`src/hdl/imh_ram.sv`:
```
`timescale 1ns / 1ps
module imh_ram #(
  parameter int WIDTH = 8,
  parameter int DEPTH = 16
) (
  input  logic                     clk,
  input  logic                     we,
  input  logic [$clog2(DEPTH)-1:0] waddr,
  input  logic [WIDTH-1:0]         wdata,
  input  logic [$clog2(DEPTH)-1:0] raddr,
  output logic [WIDTH-1:0]         rdata
);
  logic [WIDTH-1:0] mem [DEPTH];

  always_ff @(posedge clk) begin
    if (we) begin
      mem[waddr] <= wdata;
    end
    rdata <= mem[raddr];
  end
endmodule

```
`config.mk`:
```
export PLATFORM = sky130hd
export DESIGN_NAME = imh_ram
export DESIGN_NICKNAME = d
export VERILOG_FILES = /design/src/hdl/imh_ram.sv
export SDC_FILE = /design/constraint.sdc
export NUM_CORES = 1
export LEC_CHECK = 0
export BUFFER_PORTS_ARGS = -buffer_cell sky130_fd_sc_hd__buf_2
export CAP_MARGIN = 15
export CORE_ASPECT_RATIO = 1.5
export CORE_UTILIZATION = 36
export DETAILED_ROUTE_END_ITERATION = 7
export GPL_ROUTABILITY_DRIVEN = 0
export MAX_ROUTING_LAYER = met4
export SYNTH_ARGS = -nofsm -noshare
export SYNTH_HDL_FRONTEND = slang
export SYNTH_SLANG_ARGS = --single-unit
```
`constraint.sdc`:
```
create_clock -name clk -period 1.8 [get_ports clk]
set_input_delay 0.36 -clock clk [delete_from_list [all_inputs] [get_ports clk]]
set_output_delay 0.36 -clock clk [all_outputs]
set_load 0.02 [all_outputs]
```
==> results of run 1 <==
[power groups by stage]
stage | combinational [W] | clock, W | sequential [W]
floorplan | 0.000180 | 0 | 0.00365
global placement | 0.000361 | 0 | 0.00363
detailed placement | 0.000370 | 0 | 0.00363
CTS | 0.000370 | 0.00340 | 0.00356
global route | 0.000393 | 0.00353 | 0.00357
finish | 0.000360 | 0.00335 | 0.00356
[per-stage QoR]
stage | setup slack, ns | total power [W] | util [%] | cells
3_5_place_dp | 0.02062 | 0.003998 | 40.37 | 460
4_1_cts | 0.4373 | 0.007333 | 44.50 | 492
2_1_floorplan | 0.1739 | 0.003827 | - | 229
5_1_grt | 0.3768 | 0.007493 | 44.50 | 492
6_report | 0.4611 | 0.007269 | 44.50 | 492
3_3_place_gp | 0.07610 | 0.003988 | 40.37 | 460
[sequential cells by signal, summed over array words and instances, names as in the netlist]
| signal | flops |
|---|---|
| rdata | 8 |
| mem | 128 |
[worst max-delay path, stage by stage]
cell and delay (ns):
buf_2 0.18, buf_12 0.17, mux4_1 0.57, a22oi_1 0.26, nand2_1 0.08
[layout by cell type (no fill, tap or decap), types with 2 or more instances in the layout]
master      instances
a22oi_1            16
buf_12              3
buf_2              25
buf_4              21
bufinv_16           2
clkbuf_16          17
clkinv_1            3
clkinv_4            2
clkinvlp_4          3
dfxtp_1             8
edfxtp_1          128
inv_6               4
mux4_1             14
mux4_2             18
nand2_1             9
nand2b_1            2
nand3b_1            2
nor2_1             13
nor3_1              3
[per-layer routing]
layer | GRT usage, % | routed length, um | vias to the layer above
li1 | - | - | 1091
met1 | 17.56 | 3968 | 1247
met2 | 27.85 | 5652 | 65
met3 | 2.961 | 400 | 13
met4 | 6.838 | 189 | 0
met5 | - | 0 | -
[final cells by class]
type	count	area [um^2]	area share [%]
flip-flops and latches	136	4004	64.31
multi-input cells	83	1062	17.06
clock buffers	17	425.4	6.833
repair buffers	49	342.8	5.506
well taps	192	240.2	3.859
clock inverters	15	151.4	2.432
[final timing paths]
kind	startpoint	end	cells after the start
worst max-delay path	raddr[0]	rdata[1]$_DFF_P_	5
worst min-delay path	wdata[2]	mem[0][2]$_DFFE_PP_	1
worst max register to register	mem[1][1]$_DFFE_PP_	rdata[1]$_DFF_P_	3
worst min register to register	mem[12][1]$_DFFE_PP_	rdata[1]$_DFF_P_	3
[kinds of logic (layout without fill, tap and decap cells)]
logic type | after synthesis | in the layout | share of synthesized area [%]
DFF | 136 | 136 | 77.78
AOI/OAI and AO/OA | 16 | 16 | 2.334
buffers and inverters | 10 | 81 | 1.677
and+or+nand+nor | 35 | 35 | 3.184
muxes | 32 | 32 | 15.02
==> out/metrics.cfg, run 1 <==
[power]
power.leakage_nw=2.108
power.switching_w=0.001536
vdd_drop_max_mv=0.5537
combPwrFrac_pct=5.0
seqPwrFrac_pct=49.0
power.clock.fraction_pct=46.1
power.density_nw_per_um2=1168
power.switching_fraction_pct=21.13
p_int_w=0.005733

[critical_path]
worstPathMaxFanout=11
crit_arrival_ns=1.63
required_ns=2.09
crit_path_end_kind=register
startpoint_type=primary input
r2r_setup_slack_ns=0.46
worst-setup-path-type=primary input to register

[timing]
finClkSkew_ns=0.006442
hold_violations=0
hold_ws_ns=0.3392
final_max_slew_viol_count=0
final-setup-viol-count=0
worst_pin_slew_ns=0.3924
final.period_utilization_pct=74.38
relSlewSlack_pct=73.84
max_freq_mhz=746.9
rsz0062_at_grt=no
fin_crit_ns=1.339
fin_tns_setup_ns=0

[layout]
n_antenna_cell=0
drive_gt1_share_pct=32.67
design_area_um2=6226
fillers=1180
finalNetCount=305
area_growth_pct=20.95

[yosys]
syn_inst=229
mappedNetlistArea_um2=5147
synthTopCellsByCount=128 x edfxtp_1, 18 x mux4_2, 16 x a22oi_1
synthFlopType=edfxtp_1
async_flop_share_pct=0
yosysWarnings=0
ys_types=19
synthTopCellsByArea=edfxtp_1 75%, mux4_2 7.9%, mux4_1 7.1%, dfxtp_1 3.1%, a22oi_1 2.3%
ys_seq_elements=136
synth_edf_count=128
yosys.area.top_type_share_pct=74.67
yosysMostFrequentCell=edfxtp_1
synth_nets=247
yosys.area.top_type=edfxtp_1
postSynthAreaPerCell_um2=22.48
ys_seq_area_share_pct=77.78

[floorplan]
fp.coreArea_um2=13990
chipWidth_um=99.64
pin_count=26
dieArea_um2=14790
die_h_um=148.5
rows=53
initial_utilization_pct=36.79

[placement]
hpwl_um=6761
io_buffers=25
dpl-instance-area_um2=5649

[drt]
antenna_left=0
drt-pass1-iter-count=4
wl_per_cell_um=20.75
totalWireLength_um=10210
routed_via_density=4.911
drtIter0Drc=132
drc_errors=0
vias=2416

[grt]
grt_usage_pct=15.87
grt_overflow=0
grt_pass1_wl_um=15770
antenna_found_initial=0
grt_pass1_vias=2634
grt_max_degree=33

[hold_path]
holdCritPathClass=primary input to register

[clock_tree]
cts_sinks=136
cts_hold_buffers=0
postCtsSetupBuffers=0
cts_tree=done
clk_pin_slew_worst_paths_ns=0.06
post_cts_resized=0
cts-root-buf=clkbuf_16
clk_latency_ns=0.41
clockBufferDepth=2
cts_max_level=4
numCtsBuffers=17

[run_status]
status=finished, final reports clean

[flow_run]
cap_violations=0

Note: power is estimated with default switching activity, not from simulation.
==> run 2: changes to the inputs <==
==> constraint.sdc (replaced) <==
create_clock -name clk -period 1.2 [get_ports clk]
set_input_delay 0.24 -clock clk [delete_from_list [all_inputs] [get_ports clk]]
set_output_delay 0.24 -clock clk [all_outputs]
set_load 0.02 [all_outputs]
==> run 2 against run 1 <==
Net effect:
- the run now ends with setup timing left
- flip-flop and latch count did not move
- clock-buffer cell count rose by 1
- die area did not move
- sequential power rose by 50%
==> out/metrics.cfg, run 2 (same netlist as run 1, synthesis figures left out) <==
[power]
vdd_drop_max_mv=0.7820  ; +41%
seqPwrFrac_pct=46.7  ; -2.3 points
power.switching_w=0.002211  ; +44%
power.leakage_nw=2.153  ; +2.1%
power.switching_fraction_pct=19.29  ; -1.8 points
combPwrFrac_pct=5.4  ; +0.4 points
p_int_w=0.009248  ; +61%
power.clock.fraction_pct=48.0  ; +1.9 points
power.density_nw_per_um2=1763  ; +51%

[layout]
stdcell_count=499  ; +1.4%
n_antenna_cell=0  ; unchanged
area_growth_pct=26.30
final_cell_mix=128 x edfxtp_1, 32 x mux4_2, 24 x buf_2, 21 x buf_4, 17 x clkbuf_16
mostFrequentLayoutCell=edfxtp_1
largest_reg_flops=128  ; unchanged
reg_top3=mem (128), rdata (8)
drive_gt1_share_pct=46.25  ; +14 points
finalNetCount=312  ; +2.3%
top_register=mem

[clock_tree]
cts_hold_buffers=0  ; unchanged
clk_pin_slew_worst_paths_ns=0.06  ; about the same
clockBufferDepth=2  ; unchanged
cts_tree=done
clk_latency_ns=0.41  ; about the same
cts-root-buf=clkbuf_16
cts_sinks=136  ; unchanged
cts_max_level=4  ; unchanged
postCtsSetupBuffers=0  ; unchanged
numCtsBuffers=17  ; unchanged

[floorplan]
die_h_um=148.5  ; unchanged
initial_utilization_pct=36.79  ; unchanged
pin_count=26  ; unchanged
rows=53  ; unchanged
chipWidth_um=99.64  ; unchanged
dieArea_um2=14790  ; unchanged
fp.coreArea_um2=13990  ; unchanged

[timing]
final.period_utilization_pct=102.7
hold_violations=0  ; unchanged
worst_pin_slew_ns=0.9468  ; +0.5545 ns
fin_crit_ns=1.232
final_max_slew_viol_count=0  ; unchanged
rsz0062_at_grt=yes
final-setup-viol-count=7  ; +7
setup_ws_ns=-0.03226  ; -0.4934 ns
relSlewSlack_pct=36.75  ; -37 points
fin_tns_setup_ns=-0.1027  ; -0.1027 ns
max_freq_mhz=811.5
finClkSkew_ns=0.006296  ; -0.0001454 ns

[critical_path]
worstPathMaxFanout=1  ; -10
worst-setup-path-type=register to register
crit_arrival_ns=1.52  ; -0.11 ns
reg2reg_from=mem[10][6]$_DFFE_PP_
startpoint_type=register
required_ns=1.49  ; -0.60 ns
r2r_setup_slack_ns=-0.03  ; -0.49 ns
r2r_end=rdata[6]$_DFF_P_
rr_worst_depth=3  ; unchanged
crit_path_end_kind=register

[run_status]
status=complete, but fails checks
violations=setup timing

[hold_path]
holdPathEnd=mem[2][0]$_DFFE_PP_
holdCritPathClass=primary input to register
hold_start=wdata[0]
min_path_cells=1  ; unchanged

[grt]
grt_usage_pct=15.57  ; -0.30 points
grt_pass1_wl_um=15530  ; -1.5%
grt_pass1_vias=2712  ; +3.0%
antenna_found_initial=0  ; unchanged
grt_overflow=0  ; unchanged
grt_max_degree=25  ; -24%

[placement]
io_buffers=25  ; unchanged
hpwl_um=6880  ; +1.8%
place_inst=467  ; +1.5%

[drt]
routed_via_density=4.910  ; about the same
totalWireLength_um=10100  ; -1.1%
drc_errors=0  ; unchanged
antenna_left=0  ; unchanged
drt-pass1-iter-count=4  ; unchanged
vias=2450  ; +1.4%
drtIter0Drc=145  ; +9.8%
wl_per_cell_um=20.24  ; -2.5%

[flow_run]
cap_violations=0  ; unchanged

[run 2: cell count changes in the layout (fill, tap and decap cells not counted), moves of 3 or more]
| cell | change |
|---|---|
| nor2_2 | +5 |
| nor3_1 | -3 |
| mux4_2 | +14 |
| nor2_1 | -8 |
| buf_12 | +8 |
| a22oi_2 | +11 |
| bufinv_16 | +3 |
| a22oi_1 | -11 |
| inv_6 | -4 |
| mux4_1 | -14 |
| nor2_4 | +3 |
[run 2: stage by stage]
step / instance area, um^2 / power, W / utilization (%) / hold slack [ns] / worst slack (ns)
final: 6501 / 0.01146 / 46.46 / 0.2215 / -0.03226
after global routing: 6501 / 0.01181 / 46.46 / 0.2161 / -0.08702
after CTS: 6485 / 0.01155 / 46.35 / 0.2085 / -0.04521
after detailed placement: 5812 / 0.006045 / 41.54 / 0.6442 / -0.3827
after global placement: 5812 / 0.006031 / 41.54 / 0.6242 / -0.3733
after floorplan: 5196 / 0.005778 / - / 0.3389 / -0.1731
[run 2: worst max-delay path by stage]
stage / start / slack (ns) / cells past startpoint / endpoint
after floorplan: waddr[2] / -0.17 / 2 / mem[0][0]$_DFFE_PP_
after global placement: raddr[0] / -0.37 / 5 / rdata[3]$_DFF_P_
after detailed placement: raddr[0] / -0.38 / 5 / rdata[3]$_DFF_P_
after CTS: mem[10][6]$_DFFE_PP_ / -0.05 / 3 / rdata[6]$_DFF_P_
after global routing: mem[0][6]$_DFFE_PP_ / -0.09 / 3 / rdata[6]$_DFF_P_
final: mem[10][6]$_DFFE_PP_ / -0.03 / 3 / rdata[6]$_DFF_P_
[run 2: power groups by stage]
stage                     logic (W)  registers (W)  clock network, W
after floorplan            0.000306        0.00547                 0
after global placement     0.000587        0.00544                 0
after detailed placement   0.000599        0.00545                 0
after CTS                  0.000621        0.00535           0.00558
after global routing       0.000665        0.00535           0.00579
final                      0.000614        0.00535           0.00550
[run 2: final cells by class]
class / instances / area [um^2]
Clock inverter: 14 / 205.2
Sequential cell: 136 / 4005
Fill cell: 1175 / 7491
Tap cell: 192 / 240.2
Multi-Input combinational cell: 83 / 1124
Clock buffer: 18 / 429.2
Timing Repair Buffer: 56 / 498.0
[run 2: critical path, cell delays in order, from the launching register on]
cell and delay [ns]:
edfxtp_1 0.37, mux4_2 0.48, a22oi_1 0.18, nand2_1 0.08
[run 2: per-layer routing]
layer	wire, um	global-route usage, %	vias up
li1	-	-	1091
met4	251	7.647	0
met5	0	-	-
met3	341	3.571	15
met1	3901	16.73	1285
met2	5606	26.91	59
[run 2: timing repair]
action / 4_1_cts / 5_1_grt
gates cloned: 0 / 0
pin swaps: 4 / 2
setup endpoints to repair: 9 / 9
resized for setup: 10 / 4
